--- config.mk ---
export PLATFORM = sky130hd
export DESIGN_NAME = entropy_health_test_extractor_unit
export DESIGN_NICKNAME = d
export VERILOG_FILES = /design/src/rtl/core/ehte_pkg.sv /design/src/rtl/core/entropy_health_test_extractor_unit.sv
export SDC_FILE = /design/constraint.sdc
export NUM_CORES = 1
export LEC_CHECK = 0
export CORE_ASPECT_RATIO = 1.25
export CORE_MARGIN = 2
export CORE_UTILIZATION = 35
export DETAILED_ROUTE_END_ITERATION = 10
export DONT_BUFFER_PORTS = 1
export GPL_ROUTABILITY_DRIVEN = 0
export SYNTH_ARGS = -nofsm -noshare
export SYNTH_HDL_FRONTEND = slang
export SYNTH_SLANG_ARGS = --single-unit
--- constraint.sdc ---
create_clock -name clk -period 4.52 [get_ports clk]
set_input_delay 0.226 -clock clk [delete_from_list [all_inputs] [get_ports clk]]
set_output_delay 0.226 -clock clk [all_outputs]
set_load 0.05 [all_outputs]
--- src/rtl/core/ehte_pkg.sv ---
package ehte_pkg;

	// Field and register widths
	localparam int unsigned SAMPLE_W  = 16;
	localparam int unsigned RUN_W     = 16;
	localparam int unsigned WIN_W     = 13;
	localparam int unsigned SEED_W    = 11;
	localparam int unsigned IDX_W     = 10;
	localparam int unsigned BUDGET_W  = 24;
	localparam int unsigned CFG_IDX_W = 3;
	localparam int unsigned CFG_W     = 24;
	localparam int unsigned OUT_W     = 16;

	// Clamp limits for the window and seed length
	localparam logic [WIN_W-1:0]  MAX_WINDOW    = 13'd4096;
	localparam logic [SEED_W-1:0] MAX_SEED_BITS = 11'd1024;
	localparam logic [SEED_W-1:0] MIN_SEED_BITS = 11'd8;

	// Register reset values
	localparam logic [RUN_W-1:0]    RST_REPEAT_CUTOFF = 16'd32;
	localparam logic [WIN_W-1:0]    RST_WINDOW_LENGTH = 13'd1024;
	localparam logic [WIN_W-1:0]    RST_MIN_ONES      = 13'd410;
	localparam logic [WIN_W-1:0]    RST_MAX_ONES      = 13'd614;
	localparam logic [SEED_W-1:0]   RST_SEED_LENGTH   = 11'd256;
	localparam logic [BUDGET_W-1:0] RST_RAW_BUDGET    = 24'd65536;

	typedef enum logic [CFG_IDX_W-1:0] {
		REG_REPEAT_CUTOFF = 3'd0,
		REG_WINDOW_LENGTH = 3'd1,
		REG_MIN_ONES      = 3'd2,
		REG_MAX_ONES      = 3'd3,
		REG_SEED_LENGTH   = 3'd4,
		REG_RAW_BUDGET    = 3'd5
	} cfg_reg_t;

	typedef enum logic [2:0] {
		ST_OK       = 3'd0,
		ST_REP_FAIL = 3'd1,
		ST_PROP_FAIL = 3'd2,
		ST_BUDGET   = 3'd3,
		ST_HALTED   = 3'd4,
		ST_FAULT    = 3'd5
	} status_t;

	typedef struct packed {
		status_t          status;
		logic             seed_done;
		logic [IDX_W-1:0] seed_bit_index;
		logic             bit_valid;
		logic             extracted_bit;
	} result_t;

endpackage

--- src/rtl/core/entropy_health_test_extractor_unit.sv ---
// Entropy health tests and von Neumann extractor for one seed.
//
// Input stream (s_*): one raw noise sample per transaction; only s_tdata[0]
// is used. s_tuser carries source_fault (bit 0) and restart (bit 1). A restart
// clears all health and collection state before its own sample is used.
// Output stream (m_*): exactly one result transaction per input transaction,
// carrying the extracted bit, its MSB-first seed index, seed_done and a status
// code. Any failure latches a halt until restart; seed bits delivered since the
// last seed_done must then be discarded by the consumer.
// m_tvalid rises in the cycle after input acceptance. Throughput: one
// transaction per cycle without stalls; all tests, pairing and counters
// update in a single pass of logic into the state and result registers.
// When the receiver stalls, the result register holds and s_tready drops, so
// input stalls only while a result waits and no slot is free.
// Reset: configuration returns to its defaults, all collection state clears
// and no result is pending. Configuration writes on cfg_* take effect at once
// and are meant to be made only while the stream is idle.
module entropy_health_test_extractor_unit (
	input  logic                            clk,
	input  logic                            arst_n,
	input  logic                            s_tvalid,
	output logic                            s_tready,
	input  logic [ehte_pkg::SAMPLE_W-1:0]   s_tdata,  // [15:0] raw_sample
	input  logic [1:0]                      s_tuser,  // [0] source_fault, [1] restart
	output logic                            m_tvalid,
	input  logic                            m_tready,
	// [0] extracted_bit, [1] bit_valid, [11:2] seed_bit_index, [12] seed_done,
	// [15:13] status
	output logic [ehte_pkg::OUT_W-1:0]      m_tdata,
	input  logic                            cfg_wr_en,
	input  logic [ehte_pkg::CFG_IDX_W-1:0]  cfg_index,
	input  logic [ehte_pkg::CFG_W-1:0]      cfg_data
);
	import ehte_pkg::*;

	// Configuration registers
	logic [RUN_W-1:0]    repeat_cutoff_q;
	logic [WIN_W-1:0]    window_length_q;
	logic [WIN_W-1:0]    min_ones_q;
	logic [WIN_W-1:0]    max_ones_q;
	logic [SEED_W-1:0]   seed_length_q;
	logic [BUDGET_W-1:0] raw_budget_q;

	// Collection state
	logic                prev_bit_q, prev_known_q;
	logic [RUN_W-1:0]    run_len_q;
	logic [WIN_W-1:0]    win_count_q, win_ones_q;
	logic                pair_second_q, first_bit_q;
	logic [BUDGET_W-1:0] raw_used_q;
	logic [SEED_W-1:0]   bits_out_q;
	logic                halted_q;

	// Effective state after an optional restart, and next state
	logic                e_prev_bit, e_prev_known, e_pair_second, e_first_bit, e_halted;
	logic [RUN_W-1:0]    e_run_len;
	logic [WIN_W-1:0]    e_win_count, e_win_ones;
	logic [BUDGET_W-1:0] e_raw_used;
	logic [SEED_W-1:0]   e_bits_out;

	logic                n_prev_bit, n_prev_known, n_pair_second, n_first_bit, n_halted;
	logic [RUN_W-1:0]    n_run_len;
	logic [WIN_W-1:0]    n_win_count, n_win_ones;
	logic [BUDGET_W-1:0] n_raw_used;
	logic [SEED_W-1:0]   n_bits_out;

	logic                in_bit, in_fault, in_restart, s_acc;
	logic [WIN_W-1:0]    win_eff, win_count_inc, win_ones_inc;
	logic [SEED_W-1:0]   seed_target, bits_inc;
	logic                budget_low, rct_fail, apt_fail;
	result_t             res_nx, res_q;

	assign in_bit     = s_tdata[0];
	assign in_fault   = s_tuser[0];
	assign in_restart = s_tuser[1];

	// Take a new item whenever the result slot is empty or being drained
	assign s_tready = !m_tvalid || m_tready;
	assign s_acc    = s_tvalid && s_tready;
	assign m_tdata  = res_q;

	// Clamp the window to [1, MAX_WINDOW] and the seed to [8, MAX_SEED_BITS]
	always_comb begin
		if (window_length_q == '0) begin
			win_eff = WIN_W'(1);
		end else if (window_length_q > MAX_WINDOW) begin
			win_eff = MAX_WINDOW;
		end else begin
			win_eff = window_length_q;
		end
		if (seed_length_q < MIN_SEED_BITS) begin
			seed_target = MIN_SEED_BITS;
		end else if (seed_length_q > MAX_SEED_BITS) begin
			seed_target = MAX_SEED_BITS;
		end else begin
			seed_target = seed_length_q;
		end
	end

	// Restart clears collection state ahead of this sample
	assign e_prev_bit    = in_restart ? 1'b0 : prev_bit_q;
	assign e_prev_known  = in_restart ? 1'b0 : prev_known_q;
	assign e_run_len     = in_restart ? '0   : run_len_q;
	assign e_win_count   = in_restart ? '0   : win_count_q;
	assign e_win_ones    = in_restart ? '0   : win_ones_q;
	assign e_pair_second = in_restart ? 1'b0 : pair_second_q;
	assign e_first_bit   = in_restart ? 1'b0 : first_bit_q;
	assign e_raw_used    = in_restart ? '0   : raw_used_q;
	assign e_bits_out    = in_restart ? '0   : bits_out_q;
	assign e_halted      = in_restart ? 1'b0 : halted_q;

	assign budget_low    = ({1'b0, e_raw_used} + (BUDGET_W+1)'(2)) > {1'b0, raw_budget_q};
	assign win_count_inc = e_win_count + WIN_W'(1);
	assign win_ones_inc  = e_win_ones + WIN_W'(in_bit);
	assign bits_inc      = e_bits_out + SEED_W'(1);

	always_comb begin
		n_prev_bit    = e_prev_bit;
		n_prev_known  = e_prev_known;
		n_run_len     = e_run_len;
		n_win_count   = e_win_count;
		n_win_ones    = e_win_ones;
		n_pair_second = e_pair_second;
		n_first_bit   = e_first_bit;
		n_raw_used    = e_raw_used;
		n_bits_out    = e_bits_out;
		n_halted      = e_halted;
		rct_fail      = 1'b0;
		apt_fail      = 1'b0;
		res_nx        = '0;
		res_nx.status = ST_OK;

		priority if (e_halted) begin
			// Ignore the sample, hold every counter
			res_nx.status = ST_HALTED;
		end else if (!e_pair_second && budget_low) begin
			n_halted      = 1'b1;
			res_nx.status = ST_BUDGET;
		end else if (in_fault) begin
			n_halted      = 1'b1;
			res_nx.status = ST_FAULT;
		end else begin
			// Repetition count test with a saturating run counter
			if (!e_prev_known) begin
				n_prev_bit   = in_bit;
				n_run_len    = RUN_W'(1);
				n_prev_known = 1'b1;
			end else if (in_bit == e_prev_bit) begin
				n_run_len = (&e_run_len) ? e_run_len : e_run_len + RUN_W'(1);
				rct_fail  = n_run_len > repeat_cutoff_q;
			end else begin
				n_prev_bit = in_bit;
				n_run_len  = RUN_W'(1);
			end

			if (rct_fail) begin
				n_halted      = 1'b1;
				res_nx.status = ST_REP_FAIL;
			end else begin
				// Adaptive proportion test; a failed window keeps its counts
				n_win_count = win_count_inc;
				n_win_ones  = win_ones_inc;
				if (win_count_inc >= win_eff) begin
					apt_fail = (win_ones_inc < min_ones_q) || (win_ones_inc > max_ones_q);
					if (!apt_fail) begin
						n_win_count = '0;
						n_win_ones  = '0;
					end
				end
				if (apt_fail) begin
					n_halted      = 1'b1;
					res_nx.status = ST_PROP_FAIL;
				end else if (!e_pair_second) begin
					n_first_bit   = in_bit;
					n_pair_second = 1'b1;
				end else begin
					// Second bit of a pair: drop 00/11, emit first bit otherwise
					n_pair_second = 1'b0;
					n_raw_used    = e_raw_used + BUDGET_W'(2);
					if (e_first_bit != in_bit) begin
						res_nx.extracted_bit  = e_first_bit;
						res_nx.bit_valid      = 1'b1;
						res_nx.seed_bit_index = e_bits_out[IDX_W-1:0];
						n_bits_out            = bits_inc;
						if (bits_inc >= seed_target) begin
							// Seed complete: start the next one from scratch
							res_nx.seed_done = 1'b1;
							n_prev_bit       = 1'b0;
							n_prev_known     = 1'b0;
							n_run_len        = '0;
							n_win_count      = '0;
							n_win_ones       = '0;
							n_pair_second    = 1'b0;
							n_first_bit      = 1'b0;
							n_raw_used       = '0;
							n_bits_out       = '0;
							n_halted         = 1'b0;
						end
					end
				end
			end
		end
	end

	// Configuration writes; unknown indexes are dropped
	always_ff @(posedge clk or negedge arst_n) begin
		if (!arst_n) begin
			repeat_cutoff_q <= RST_REPEAT_CUTOFF;
			window_length_q <= RST_WINDOW_LENGTH;
			min_ones_q      <= RST_MIN_ONES;
			max_ones_q      <= RST_MAX_ONES;
			seed_length_q   <= RST_SEED_LENGTH;
			raw_budget_q    <= RST_RAW_BUDGET;
		end else if (cfg_wr_en) begin
			unique case (cfg_index)
				REG_REPEAT_CUTOFF: repeat_cutoff_q <= cfg_data[RUN_W-1:0];
				REG_WINDOW_LENGTH: window_length_q <= cfg_data[WIN_W-1:0];
				REG_MIN_ONES:      min_ones_q      <= cfg_data[WIN_W-1:0];
				REG_MAX_ONES:      max_ones_q      <= cfg_data[WIN_W-1:0];
				REG_SEED_LENGTH:   seed_length_q   <= cfg_data[SEED_W-1:0];
				REG_RAW_BUDGET:    raw_budget_q    <= cfg_data[BUDGET_W-1:0];
				default: begin
				end
			endcase
		end
	end

	// Advance collection state on every accepted transaction
	always_ff @(posedge clk or negedge arst_n) begin
		if (!arst_n) begin
			prev_bit_q    <= 1'b0;
			prev_known_q  <= 1'b0;
			run_len_q     <= '0;
			win_count_q   <= '0;
			win_ones_q    <= '0;
			pair_second_q <= 1'b0;
			first_bit_q   <= 1'b0;
			raw_used_q    <= '0;
			bits_out_q    <= '0;
			halted_q      <= 1'b0;
		end else if (s_acc) begin
			prev_bit_q    <= n_prev_bit;
			prev_known_q  <= n_prev_known;
			run_len_q     <= n_run_len;
			win_count_q   <= n_win_count;
			win_ones_q    <= n_win_ones;
			pair_second_q <= n_pair_second;
			first_bit_q   <= n_first_bit;
			raw_used_q    <= n_raw_used;
			bits_out_q    <= n_bits_out;
			halted_q      <= n_halted;
		end
	end

	// Result register: hold while the receiver stalls
	always_ff @(posedge clk or negedge arst_n) begin
		if (!arst_n) begin
			m_tvalid <= 1'b0;
		end else if (s_tready) begin
			m_tvalid <= s_tvalid;
		end
	end

	always_ff @(posedge clk) begin
		if (s_acc) begin
			res_q <= res_nx;
		end
	end

	a_done_has_bit: assert property (@(posedge clk) disable iff (!arst_n)
		(m_tvalid && res_q.seed_done) |-> res_q.bit_valid)
		else $error("seed_done without a valid bit");

	a_halt_reports: assert property (@(posedge clk) disable iff (!arst_n)
		(s_acc && halted_q && !in_restart) |=> (res_q.status == ST_HALTED))
		else $error("halted block did not report halted status");

	a_fail_latches: assert property (@(posedge clk) disable iff (!arst_n)
		(s_acc && res_nx.status != ST_OK) |=> halted_q)
		else $error("failure did not latch a halt");

	a_pair_closed: assert property (@(posedge clk) disable iff (!arst_n)
		(s_acc && res_nx.bit_valid) |=> !pair_second_q)
		else $error("pair still open after an extracted bit");

endmodule

# --- After elaboration in Yosys (flattened, before gate mapping) ---
# Cells that the tools add are included.
op_classes:
  addsub: 6
  magnitude_cmp: 9
  n_eq_ne: 7
  muxes: 114
  bitwise: 2
  n_reduce_logical: 17
op_table:
  columns: ["cell", "n"]
  rows:
  - ["13-bit 2-to-1 mux", 24]
  - ["24-bit 2-to-1 mux", 9]
  - ["16-bit 2-to-1 mux", 12]
  - ["11-bit 2-to-1 mux", 11]
  - ["1-bit 2-to-1 mux", 53]
  - ["24-bit by 2-bit adder with 25-bit output (second input constant)", 1]
  - ["25-bit by 24-bit greater-than comparator with 1-bit output", 1]
  - ["24-bit by 2-bit adder with 24-bit output (second input constant)", 1]
  - ["16-bit by 1-bit adder with 16-bit output (second input constant)", 1]
  - ["16-bit greater-than comparator", 1]
  - ["16-bit AND reduction", 1]
  - ["13-bit by 1-bit adder with 13-bit output", 1]
  - ["13-bit by 1-bit adder with 13-bit output (second input constant)", 1]
  - ["13-bit >= comparator", 1]
  - ["13-bit greater-than comparator", 1]
  - ["13-bit greater-than comparator (second input constant)", 1]
  - ["13-bit logical NOT", 1]
  - ["13-bit < comparator", 1]
  - ["2-bit AND reduction", 6]
  - ["11-bit by 1-bit adder with 11-bit output (second input constant)", 1]
  - ["11-bit >= comparator", 1]
  - ["11-bit greater-than comparator (second input constant)", 1]
  - ["11-bit by 4-bit < comparator with 1-bit output (second input constant)", 1]
  - ["7-bit OR reduction", 1]
  - ["13 further kinds", 22]
totals:
  ff_bits: 189
  input_bits: 50
  output_inout_bits: 18
  word_cells: 177

# --- Logic depth before layout (Yosys ltp) ---
# Gate-level depths: netlist of the first run.
depth:
  ltp_word: 18
  ltp_mapped: 24
  mapped_depth_nobuf: 20

# --- Worst setup path after synthesis of the first run ---
# OpenSTA, ideal clock, no wires.
synth_path:
  kind: "input to register"
  start: "in s_tuser[1]"
  end: "reg win_ones_q[8]"
  t_arrival_ns: 5.081
  slack_ns: -0.644
  cell_stages: 23
  n_path_buf: 5
  path_cell_list: "inv_1 clkbuf_1 buf_1 buf_1 nand2_1 inv_1 ha_1 and3_1 and2_1 and3_1 clkbuf_1 nand2_1 or3_1 a21oi_1 ha_1 nand4_1 nor2_1 or4_1 o211a_2 nor4_4 buf_4 nand3_1 o21ai_0"
synth_between:
  elab_chain_len: 14
  elab_cells_between_ends: 48
  classes_between: "5 x add/sub; 6 x order compare; 2 x eq/ne; 31 x mux; 4 x reduce/logical"
synth_rtl:
  columns: ["element", "line", "rtl"]
  rows:
  - ["start, declared", "entropy_health_test_extractor_unit.sv:24", "input logic [1:0] s_tuser,"]
  - ["13-bit 2-to-1 mux", "entropy_health_test_extractor_unit.sv:104", "assign e_win_ones = in_restart ? '0 : win_ones_q;"]
  - ["13-bit by 1-bit adder with 13-bit output", "entropy_health_test_extractor_unit.sv:113", "assign win_ones_inc = e_win_ones + WIN_W'(in_bit);"]
  - ["13-bit < comparator or 13-bit greater-than comparator (tied branches)", "entropy_health_test_extractor_unit.sv:163", "apt_fail = (win_ones_inc < min_ones_q) || (win_ones_inc > max_ones_q);"]
  - ["1-bit logical OR", "entropy_health_test_extractor_unit.sv:163", null]
  - ["13-bit 2-to-1 mux or 1-bit 2-to-1 mux (tied branches)", "entropy_health_test_extractor_unit.sv:164, entropy_health_test_extractor_unit.sv:162", null]
  - ["13-bit 2-to-1 mux or 1-bit 2-to-1 mux (tied branches)", "entropy_health_test_extractor_unit.sv:162, entropy_health_test_extractor_unit.sv:155", null]
  - ["13-bit 2-to-1 mux or 1-bit 2-to-1 mux (tied branches)", "entropy_health_test_extractor_unit.sv:184, entropy_health_test_extractor_unit.sv:138", null]
  - ["13-bit 2-to-1 mux or 1-bit 2-to-1 mux (tied branches)", "entropy_health_test_extractor_unit.sv:179, entropy_health_test_extractor_unit.sv:135", null]
  - ["13-bit 2-to-1 mux or 1-bit 2-to-1 mux (tied branches)", "entropy_health_test_extractor_unit.sv:172, entropy_health_test_extractor_unit.sv:132", null]
  - ["13-bit 2-to-1 mux", "entropy_health_test_extractor_unit.sv:169", "if (apt_fail) begin"]
  - ["13-bit 2-to-1 mux", "entropy_health_test_extractor_unit.sv:155", "if (rct_fail) begin"]
  - ["13-bit 2-to-1 mux", "entropy_health_test_extractor_unit.sv:138", "end else if (in_fault) begin"]
  - ["13-bit 2-to-1 mux", "entropy_health_test_extractor_unit.sv:135", "end else if (!e_pair_second && budget_low) begin"]
  - ["13-bit 2-to-1 mux *", "entropy_health_test_extractor_unit.sv:132", "priority if (e_halted) begin"]
  - ["end signal, assigned", "entropy_health_test_extractor_unit.sv:245", "win_ones_q <= n_win_ones;"]
  - ["end, declared", "entropy_health_test_extractor_unit.sv:47", "logic [WIN_W-1:0] win_count_q, win_ones_q;"]
# Mark *: on every way between the ends. The rest lies on a longest branch, timed or not. The select of a mux whose other input is x is not followed.
# A chain may end at the register's enable or synchronous reset.

# --- Worst setup path in the final report of the first run ---
layout_path:
  start: "reg run_len_q[1]"
  end: "reg raw_used_q[20]"
layout_between:
  elab_chain_len: 13
  elab_cells_between_ends: 14
  classes_between: "1 x add/sub; 1 x order compare; 11 x mux; 1 x reduce/logical"
layout_rtl:
  columns: ["element", "line", "rtl"]
  rows:
  - ["start, declared", "entropy_health_test_extractor_unit.sv:46", "logic [RUN_W-1:0] run_len_q;"]
  - ["start signal, assigned", "entropy_health_test_extractor_unit.sv:243", "run_len_q <= n_run_len;"]
  - ["16-bit 2-to-1 mux *", "entropy_health_test_extractor_unit.sv:102", "assign e_run_len = in_restart ? '0 : run_len_q;"]
  - ["16-bit by 1-bit adder with 16-bit output or 16-bit AND reduction (tied branches)", "entropy_health_test_extractor_unit.sv:148", "n_run_len = (&e_run_len) ? e_run_len : e_run_len + RUN_W'(1);"]
  - ["16-bit 2-to-1 mux *", "entropy_health_test_extractor_unit.sv:148", null]
  - ["16-bit greater-than comparator *", "entropy_health_test_extractor_unit.sv:149", "rct_fail = n_run_len > repeat_cutoff_q;"]
  - ["1-bit 2-to-1 mux *", "entropy_health_test_extractor_unit.sv:147", "end else if (in_bit == e_prev_bit) begin"]
  - ["1-bit 2-to-1 mux *", "entropy_health_test_extractor_unit.sv:143", "if (!e_prev_known) begin"]
  - ["1-bit 2-to-1 mux *", "entropy_health_test_extractor_unit.sv:138", null]
  - ["1-bit 2-to-1 mux *", "entropy_health_test_extractor_unit.sv:135", null]
  - ["1-bit 2-to-1 mux *", "entropy_health_test_extractor_unit.sv:132", null]
  - ["24-bit 2-to-1 mux *", "entropy_health_test_extractor_unit.sv:155", null]
  - ["24-bit 2-to-1 mux *", "entropy_health_test_extractor_unit.sv:138", null]
  - ["24-bit 2-to-1 mux *", "entropy_health_test_extractor_unit.sv:135", null]
  - ["24-bit 2-to-1 mux *", "entropy_health_test_extractor_unit.sv:132", null]
  - ["end signal, assigned", "entropy_health_test_extractor_unit.sv:248", "raw_used_q <= n_raw_used;"]
  - ["end, declared", "entropy_health_test_extractor_unit.sv:49", "logic [BUDGET_W-1:0] raw_used_q;"]
# Marked as above.

==> run metrics, run 1 <==
Synth Flop Type=dfrtp_1; first-pass GRT wire length=50.3 mm; Sw Share=0.305; clk buf depth=2; Final setup viols=0; Seq/Total Area, Yosys=0.413; largest net degree at the start of global routing=174; syn_area_per_cell=9.61 um^2; Syn-to-layout area delta=18.5%; initial antenna violation count=0; # IOs=around 70; mux contribution to synthesized area=0.0643; CTS Buf Count=17; Power, Total=between 4 and 5 mW; XOR/XNOR share of the synthesized area=0.0442; number of global-route vias before repair=roughly 9300; Hold Violations, Final=0; ys async rst share=0.915; status=complete, but fails checks; synth warn=0; die width=roughly 170 um; maximum vdd ir drop=0.000291 V; crit path max fanout=9; CP arrival=around 4.7 ns; crit path launch type=flip-flop; layout cells sized above 1=0.178; leak pwr=6.13 nW; fmax=0.228 GHz; Fill cells=3216; Via-to-Cell Ratio=5.48; Unique masters post-synth=74; Hold Path Depth=2; Post-DP Area=0.0126 mm^2; clk sinks=189; post-synthesis cell area=about 0.012 mm^2; Initial Utilization=0.357; Total GRT Usage=0.182; Logic pwr share=0.225; Seq pwr share=0.438; critical path type=reg -> reg; via count=9476; DRC=6; Largest stage delay, worst path=about 0.46 ns; Synth Instances=1217; main combinational cell family by area after synthesis=simple AND/OR/NAND/NOR gates; Synth Area in Simple Gates=0.177; switching pwr=1.48 mW; Port Buf Inserts=0; core area=around 0.033 mm^2; Mapped Nets=1362; dpl hpwl=22.0 mm; WL/cell=18.3 um; final WL=between 30 and 40 mm; Worst Max-Slew Pin Slew=approximately 1.1 ns; flops & latches, synth=189; Tcrit/Tclk final=0.970; power per cell area=349 mW/mm^2; Synth Area in Adders=0.102; clk_lat worst skew=0.44 ns; Critical Path RT=4.84 ns; worst-path cell chain=nor2b_4 -> ha_4 -> nand3b_1 -> or4_4 -> o21ai_4 -> or3_4 -> nor3_2 -> xnor2_1 -> nor2_1 -> ha_1 -> a21o_1 -> nand3_1 -> a21oi_1 -> o41a_1 -> buf_6 -> buf_4 -> nor2_2 -> a41oi_2 -> buf_4 -> buf_12 -> a221o_1; root buf cell=clkbuf_16; post-layout min period=4.39 ns; Final Skew=0.0127 ns; num rows=74; H-tree Lvls=4; initial drt markers=approximately 630; CTS tree=built; Die H=208 um; cell area after layout=between 0.01 and 0.015 mm^2; # Max-Cap Violations=0; die area=0.0349 mm^2; cell mode on critical path=buf_4; clock slew at reported path FFs=0.07 ns; failing checks=design-rule violations; Clk pwr share=0.337; Pint=3.36 mW; # diodes=0; drt first pass iters=8; Compound-Gate Fraction of Synth Area=0.159; Critical-path top delay cell=or4_4; fin nets=1444; min-delay worst type=in -> reg; GR Overflow Total=0; Slew HR=0.265; crit end category=flip-flop; R2R depth=21; Pins Over Slew Limit=0; DRT antenna net count=0; EDFF count, synth=16
[placed cells by master, fill, tap and decap left out, drive strengths merged, types with 12 or more instances in the layout]
cell type,n
nand4,24
xor2,33
dlygate4sd3,28
o21ai,87
a21oi,40
dfstp,14
clkbuf,21
nand3,50
a21o,15
and2,19
mux2,65
inv,81
a22o,48
and3,18
nor4,12
nor2b,23
ha,95
nor2,75
nand2,125
edfxtp,16
xnor2,26
buf,76
dfrtp,159
nor3,22
[sequential cells by signal, summed over array words and instances, names as in the netlist, 11 cells and up]
register,flops
win_count_q,13
raw_budget_q,24
window_length_q,13
win_ones_q,13
bits_out_q,11
repeat_cutoff_q,16
m_tdata,16
run_len_q,16
min_ones_q,13
seed_length_q,11
raw_used_q,24
max_ones_q,13
[critical path: cells and delay by family, from the launching register on]
family | cells | cell delay (ns)
adder cells (fa/ha/maj) | 2 | 0.47
AND/OR/NAND/NOR | 8 | 1.17
buffers and inverters | 4 | 0.60
flip-flops | 1 | 0.37
AO/OA/AOI/OAI | 6 | 1.41
XOR/XNOR | 1 | 0.25
[cells in the mapped netlist (4+ instances only)]
cell type	n	area share
dfrtp_1	159	0.34
nand2_1	125	0.040
ha_1	95	0.10
o21ai_0	84	0.036
inv_1	78	0.025
nor2_1	75	0.024
mux2_2	65	0.063
nand3_1	50	0.021
a22o_1	48	0.036
a21oi_1	40	0.017
clkbuf_1	33	0.011
xor2_1	33	0.025
xnor2_1	26	0.019
nand4_1	24	0.013
nor2b_1	23	0.012
nor3_1	21	0.0090
and2_1	18	0.0096
and3_1	18	0.0096
edfxtp_1	16	0.041
a21o_1	15	0.0096
dfstp_2	14	0.031
nor4_1	11	0.0059
nand2b_1	10	0.0053
or3_1	10	0.0053
a211oi_1	9	0.0058
a211o_1	6	0.0045
a22oi_1	6	0.0039
a31oi_1	6	0.0032
a32oi_1	6	0.0045
buf_2	6	0.0026
nand3b_1	6	0.0039
o21a_1	6	0.0039
nor3b_1	5	0.0032
a221o_1	4	0.0034
and4_1	4	0.0030
o211ai_1	4	0.0026
or4_1	4	0.0026
[power by group through the flow]
stage	Combinational (mW)	Clock [mW]	Sequential, mW
final	1.09	1.63	2.12
after global routing	1.23	1.73	2.15
after floorplan	0.708	0	2.10
after global placement	0.910	0	2.14
after detailed placement	0.941	0	2.15
after CTS	1.02	1.66	2.12
[area by class of cell]
class / instances / area, um^2 / area share
multi-input cells: 905 / 6600 / 0.476
flip-flops and latches: 189 / 4830 / 0.348
repair buffers: 107 / 996 / 0.0718
well taps: 418 / 523 / 0.0377
clock buffers: 18 / 429 / 0.0310
inverters: 79 / 297 / 0.0214
clock inverters: 14 / 193 / 0.0139
[metrics by stage]
step | setup slack [ns] | cells | TNS (ns) | hold slack [ns] | utilization
after floorplan | 0.00542 | 1217 | 0 | -0.0696 | -
after global placement | 0.0538 | 1646 | 0 | -0.0540 | 0.383
after detailed placement | 0.0203 | 1646 | 0 | -0.0537 | 0.383
after CTS | 0.0218 | 1707 | 0 | 0.0267 | 0.412
after global routing | -0.0849 | 1730 | -1.06 | 0.0515 | 0.423
final | 0.134 | 1730 | 0 | 0.0610 | 0.423
[per-layer routing]
metal	up-vias	routed length, um	track usage
li1	4581	-	-
met1	4623	13900	0.233
met2	220	15300	0.303
met3	52	1220	0.0285
met4	0	1170	0.0849
met5	-	0	0
[cells by family after synthesis]
kind of cell / count (synthesis)
AND/OR/NAND/NOR: 415
AO/OA/AOI/OAI: 269
flip-flops: 189
buffers and inverters: 123
adder cells (fa/ha/maj): 95
multiplexers: 67
XOR/XNOR: 59
[worst paths after layout]
kind / start / slack (ns) / end
setup reg to reg: run_len_q[1] / 0.13 / raw_used_q[20]
setup / recovery: run_len_q[1] / 0.13 / raw_used_q[20]
max in group asynchronous: arst_n / 3.33 / bits_out_q[0]
hold reg to reg: win_ones_q[0] / 0.50 / win_ones_q[0]
hold / removal: s_tuser[0] / 0.06 / run_len_q[0]
min in group asynchronous: arst_n / 0.46 / repeat_cutoff_q[14]
[repair_timing]
action / in CTS / in global routing
gates cloned: 0 / 4
pin swaps: 1 / 22
hold buffers: 29 / 0
gates resized for setup: 3 / 37
endpoints found under the hold margin: 266 / 0
setup endpoints to repair: 2 / 95
buffers inserted: 0 / 19
(Power assumes the default switching activity.)
==> run 2: changes to the inputs <==
ABC_AREA = 1   (was unset)
==> run metrics, run 2 <==
power per cell area=about 400 mW/mm^2; top cell type's share of synthesized area=0.292; crit end category=flip-flop; Total GRT Usage=0.191; final WL=roughly 38 mm; fin nets=2112; layout cells sized above 1=0.0616; cell with the most instances after synthesis=nand2_1; Pins Over Slew Limit=0; most instantiated cells after synthesis=nand2_1 (600), inv_1 (294), nor2_1 (190); Reg2Reg Launch Point=raw_used_q[1]; Port Buf Inserts=0; Clk pwr share=0.253; Synth Flop Type=dfrtp_1; crit path max fanout=22; number of global-route vias before repair=roughly 12000; Final setup viols=0; Fill cells=4047; clk_lat worst skew=0.47 ns; first-pass GRT wire length=62.0 mm; Critical Path RT=just under 5 ns; root buf cell=clkbuf_16; Hold Startpoint=cfg_data[15]; Seq pwr share=0.386; Logic pwr share=0.361; Seq/Total Area, Yosys=0.354; Post-CTS Repair Setup Buffers=0; # IOs=68; clk sinks=189; Initial Utilization=0.356; worst hold margin=0.0244 ns; largest net degree at the start of global routing=about 170; core area=0.0382 mm^2; WL met3=1.64 mm; flops & latches, synth=189; area leader, netlist=dfrtp_1; Unique masters post-synth=47; commonest cells after routing, fill and taps aside=nand2_1 (600), inv_1 (294), nor2_1 (189); Hold Violations, Final=0; CTS tree=built; DRT antenna net count=0; clock slew at reported path FFs=0.08 ns; switching pwr=2.44 mW; Slew HR=0.291; met1 wire length=16.2 mm; min-delay worst type=in -> reg; status=complete, no violations; dpl hpwl=27.0 mm; DRC=0; CP arrival=4.49 ns; CP startpoint=raw_used_q[1]; Via-to-Cell Ratio=about 5.0; Synth Area in Adders=0.0873; main combinational cell family by area after synthesis=simple AND/OR/NAND/NOR gates; Power, Total=6.03 mW; ys async rst share=0.915; via count=12500; Final Skew=roughly 0.013 ns; maximum vdd ir drop=~0.00032 V; post-layout min period=4.10 ns; Die H=around 220 um; CTS Buf Count=17; Syn-to-layout area delta=8.83%; Placed Cells=2429; synth warn=0; Compound-Gate Fraction of Synth Area=0.0967; initial antenna violation count=0; XOR/XNOR share of the synthesized area=0.0289; die width=~180 um; Non-Filler Instances=2472; mux contribution to synthesized area=0; flop-to-flop setup slack=0.42 ns; Pint=between 3 and 4 mW; syn_area_per_cell=6.87 um^2; leak pwr=7.73 nW; WL/cell=15.3 um; Synth Instances=1982; # Max-Cap Violations=0; Sw Share=0.405; Worst Max-Slew Pin Slew=about 1.1 ns; drt first pass iters=6; initial drt markers=727; clk buf depth=2; H-tree Lvls=4; RSZ-0062 raised after global routing=false; EDFF count, synth=16; Synth area leaders=dfrtp_1 (29%), nand2_1 (17%), ha_1 (8.7%); fmax=0.244 GHz; num rows=80; Synth Area in Simple Gates=0.320; critical path type=reg -> reg; GR Overflow Total=0; Top Layer Used=met4; setup_tns=0 ns; # diodes=0; DR WL met2=18.9 mm; top flop regs=raw_budget_q (24), raw_used_q (24); post-synthesis cell area=0.0136 mm^2; Mapped Nets=2127; die area=0.0405 mm^2; crit path launch type=flip-flop; Tcrit/Tclk final=0.907; most common cell after layout, fill and taps aside=nand2_1
[run 2: changes by cell type in the layout (fill, tap and decap cells not counted), sizes merged, moves of 19 or more]
cell,change
nand2,+487
nand4,+52
mux2,-65
nor2,+127
buf,-47
a21oi,+19
inv,+231
nor2b,-23
a22o,-48
nand3,+48
o21ai,+76
[run 2: timing repair]
| item | 4_1_cts | 5_1_grt |
|---|---|---|
| setup endpoints to repair | 0 | 3 |
| hold buffers | 11 | 0 |
| endpoints found under the hold margin | 182 | 0 |
| gates resized for setup | 0 | 1 |
[run 2: power by group through the flow]
stage	sequential, mW	combinational [mW]	clock, mW
after global placement	2.34	2.05	0
after global routing	2.37	2.50	1.63
after floorplan	2.28	1.63	0
final	2.33	2.17	1.53
after detailed placement	2.35	2.12	0
after CTS	2.32	2.17	1.56
[run 2: cell families after synthesis]
kind of cell / after synthesis
adders and majority gates: 95
xor gates and xnor gates: 45
DFF: 189
and+or+nand+nor: 1024
AOI/OAI and AO/OA: 250
buffers and inverters: 379
[run 2: path summary, 6_finish.rpt]
| kind | end | cells after the start |
|---|---|---|
| min in group asynchronous | run_len_q[2] | 2 |
| max in group asynchronous | bits_out_q[8] | 2 |
| setup / recovery | bits_out_q[9] | 23 |
| hold reg to reg | win_ones_q[12] | 2 |
| hold / removal | repeat_cutoff_q[15] | 2 |
| setup reg to reg | bits_out_q[9] | 23 |
[run 2: layer usage]
| layer | vias to the layer above | GRT usage |
|---|---|---|
| li1 | 6274 | - |
| met1 | 5843 | 0.225 |
| met2 | 283 | 0.346 |
| met3 | 74 | 0.0277 |
| met4 | 0 | 0.0817 |
| met5 | - | 0 |
[run 2: through the flow]
stage          cell area (um^2)  utilization  worst slack [ns]
2_1_floorplan             13600            -             0.679
3_3_place_gp              14100        0.369             0.376
3_5_place_dp              14100        0.369             0.312
4_1_cts                   14800        0.388             0.367
5_1_grt                   14800        0.388            0.0158
6_report                  14800        0.388             0.418
[run 2: final cells by class]
cell class	count	area [um^2]	area share
timing repair buffer	39	375	0.0253
clock buffer	19	453	0.0306
clock inverter	13	129	0.00869
multi-input combinational	1414	7280	0.491
sequential	189	4830	0.326
tap	492	616	0.0415
inverter	306	1150	0.0775
[run 2: worst max-delay path, stage by stage (launching register included)]
cell and delay [ns]:
dfrtp_1 0.39, inv_1 0.07, nor2_1 0.14, ha_1 0.21
nand3_1 0.18, inv_1 0.15, nand2_1 0.10, or3_1 0.37
nand2_1 0.08, inv_1 0.04, ha_1 0.26, nand2_1 0.05
nor2_1 0.24, nand2_1 0.12, nor2_1 0.19, nand4_1 0.14
o21ai_1 0.18, inv_2 0.08, nand2_8 0.22, buf_4 0.30
nand3_2 0.16, nand2_1 0.11, nand2_1 0.08, a21oi_1 0.13
==> run 3: changes to the inputs <==
PLACE_DENSITY = 0.56   (was unset)
==> run metrics, run 3 (synthesis gave the netlist of run 2 again) <==
CP arrival=4.50 ns; dpl hpwl=27.3 mm; clk_lat worst skew=between 0.4 and 0.5 ns; # IOs=68; top flop regs=raw_budget_q (24), raw_used_q (24); Reg2Reg Launch Point=raw_used_q[1]; core area=0.0382 mm^2; via count=approximately 12000; Tcrit/Tclk final=0.920; Via-to-Cell Ratio=5.01; Hold Violations, Final=0; Die H=225 um; crit path max fanout=29; Hold Startpoint=cfg_data[13]; Fill cells=4115; number of global-route vias before repair=12000; num rows=80; first-pass GRT wire length=~62 mm; critical path type=reg -> reg; Final Skew=approximately 0.015 ns; die area=between 0.04 and 0.05 mm^2; crit path launch type=flip-flop; post-layout min period=4.16 ns; Initial Utilization=0.356; crit end category=flip-flop; CTS tree=built; cell area after layout=0.0148 mm^2; Non-Filler Instances=2473; Post-CTS Repair Setup Buffers=0; root buf cell=clkbuf_16; switching pwr=2.44 mW; fmax=approximately 0.24 GHz; clk sinks=189; CTS Buf Count=17; WL/cell=15.5 um; final WL=38.3 mm; Placed Cells=2427; Logic pwr share=0.364; initial drt markers=748; drt first pass iters=5; Seq pwr share=0.391; Total GRT Usage=0.193; Pins Over Slew Limit=0; clock slew at reported path FFs=around 0.08 ns; # diodes=0; Final setup viols=0; DRT antenna net count=0; die width=~180 um; DRC=0; Pint=roughly 3.5 mW; fin util=0.387; R2R depth=24; Power, Total=5.95 mW; H-tree Lvls=4; clk buf depth=2; min-delay worst type=in -> reg; Sw Share=0.411; commonest cells after routing, fill and taps aside=nand2_1 (600), inv_1 (294), nor2_1 (188); flop-to-flop setup slack=0.36 ns; RSZ-0062 raised after global routing=false; initial antenna violation count=0; leak pwr=around 7.7 nW; Syn-to-layout area delta=8.61%; # Max-Cap Violations=0; Slew HR=0.288; most common cell after layout, fill and taps aside=nand2_1; Worst Max-Slew Pin Slew=1.06 ns; status=complete, no violations; Worst Hold End=repeat_cutoff_q[13]; maximum vdd ir drop=0.000292 V; RR Endpoint=bits_out_q[4]; Critical Path RT=4.86 ns; Post-DP Area=0.0141 mm^2; largest net degree at the start of global routing=174; setup_tns=0 ns; Port Buf Inserts=0; Hold Path Depth=2; layout cells sized above 1=0.0611; fin nets=around 2100; Clk pwr share=0.245; GR Overflow Total=0; power per cell area=402 mW/mm^2
==> run 3: changes by cell type in the layout (fill, tap and decap cells not counted) <==
cell,change
inv_8,-1
bufinv_16,-1
dlygate4sd3_1,+3
clkinv_2,+2
clkbuf_8,-1
clkinvlp_4,-1
inv_6,+2
nor2_1,-1
buf_4,-1
nor2_2,+1
buf_12,-1
==> run 3: area by class of cell <==
type	count	area [um^2]	share of cell area
Inverter	306	1150	0.0776
Sequential cell	189	4830	0.326
Tap cell	492	616	0.0416
Clock inverter	14	108	0.00727
Timing Repair Buffer	40	378	0.0255
Clock buffer	18	439	0.0297
Multi-Input combinational cell	1414	7280	0.492
==> run 3: critical path, cell delays in order, from the launching register on <==
cell and delay (ns):
dfrtp_1 0.39, inv_1 0.07, nor2_1 0.12, ha_1 0.21
nand3_1 0.19, inv_1 0.16, nand2_1 0.11, or3_1 0.38
nand2_1 0.09, inv_1 0.04, ha_1 0.26, nand2_1 0.06
nor2_1 0.22, nand2_1 0.14, nor2_1 0.18, nand4_1 0.15
o21ai_1 0.19, inv_2 0.08, nand2_8 0.24, buf_4 0.32
nand2_1 0.12, inv_2 0.09, nand2_1 0.05, nand3_1 0.09
nand2_1 0.07
==> run 3: per-layer routing <==
| metal | wire [um] | share of wire | global-route usage |
|---|---|---|---|
| met1 | 16700 | 0.44 | 0.234 |
| met2 | 19000 | 0.49 | 0.342 |
| met3 | 1360 | 0.035 | 0.0238 |
| met4 | 1290 | 0.034 | 0.0874 |
| met5 | 0 | 0 | 0 |
==> run 3: power groups by stage <==
| stage | Combinational (mW) | Clock, mW | Sequential (mW) |
|---|---|---|---|
| final | 2.17 | 1.46 | 2.33 |
| after global placement | 2.06 | 0 | 2.34 |
| after global routing | 2.50 | 1.57 | 2.37 |
| after detailed placement | 2.12 | 0 | 2.35 |
| after CTS | 2.17 | 1.50 | 2.32 |
| after floorplan | 1.63 | 0 | 2.28 |
==> run 3: metrics by stage <==
step | hold slack, ns | setup slack [ns]
after detailed placement | -0.0542 | 0.273
after global placement | -0.0541 | 0.367
final | 0.0240 | 0.363
after global routing | 0.0275 | 0.0116
after floorplan | -0.0696 | 0.679
after CTS | 0.00118 | 0.257
==> run 3: how the worst max path moves through the flow <==
stage / startpoint / end / cells past startpoint
floorplan: s_tuser[1] / raw_used_q[2] / 29
global placement: run_len_q[0] / bits_out_q[3] / 26
detailed placement: run_len_q[0] / bits_out_q[7] / 25
CTS: run_len_q[0] / bits_out_q[7] / 25
global route: win_ones_q[0] / raw_used_q[13] / 27
finish: raw_used_q[1] / bits_out_q[4] / 24
==> run 3: what timing repair did <==
action	CTS	global route
gates resized for setup	0	2
setup endpoints to repair	0	28
hold buffers	14	0
hold endpoints to repair	186	0
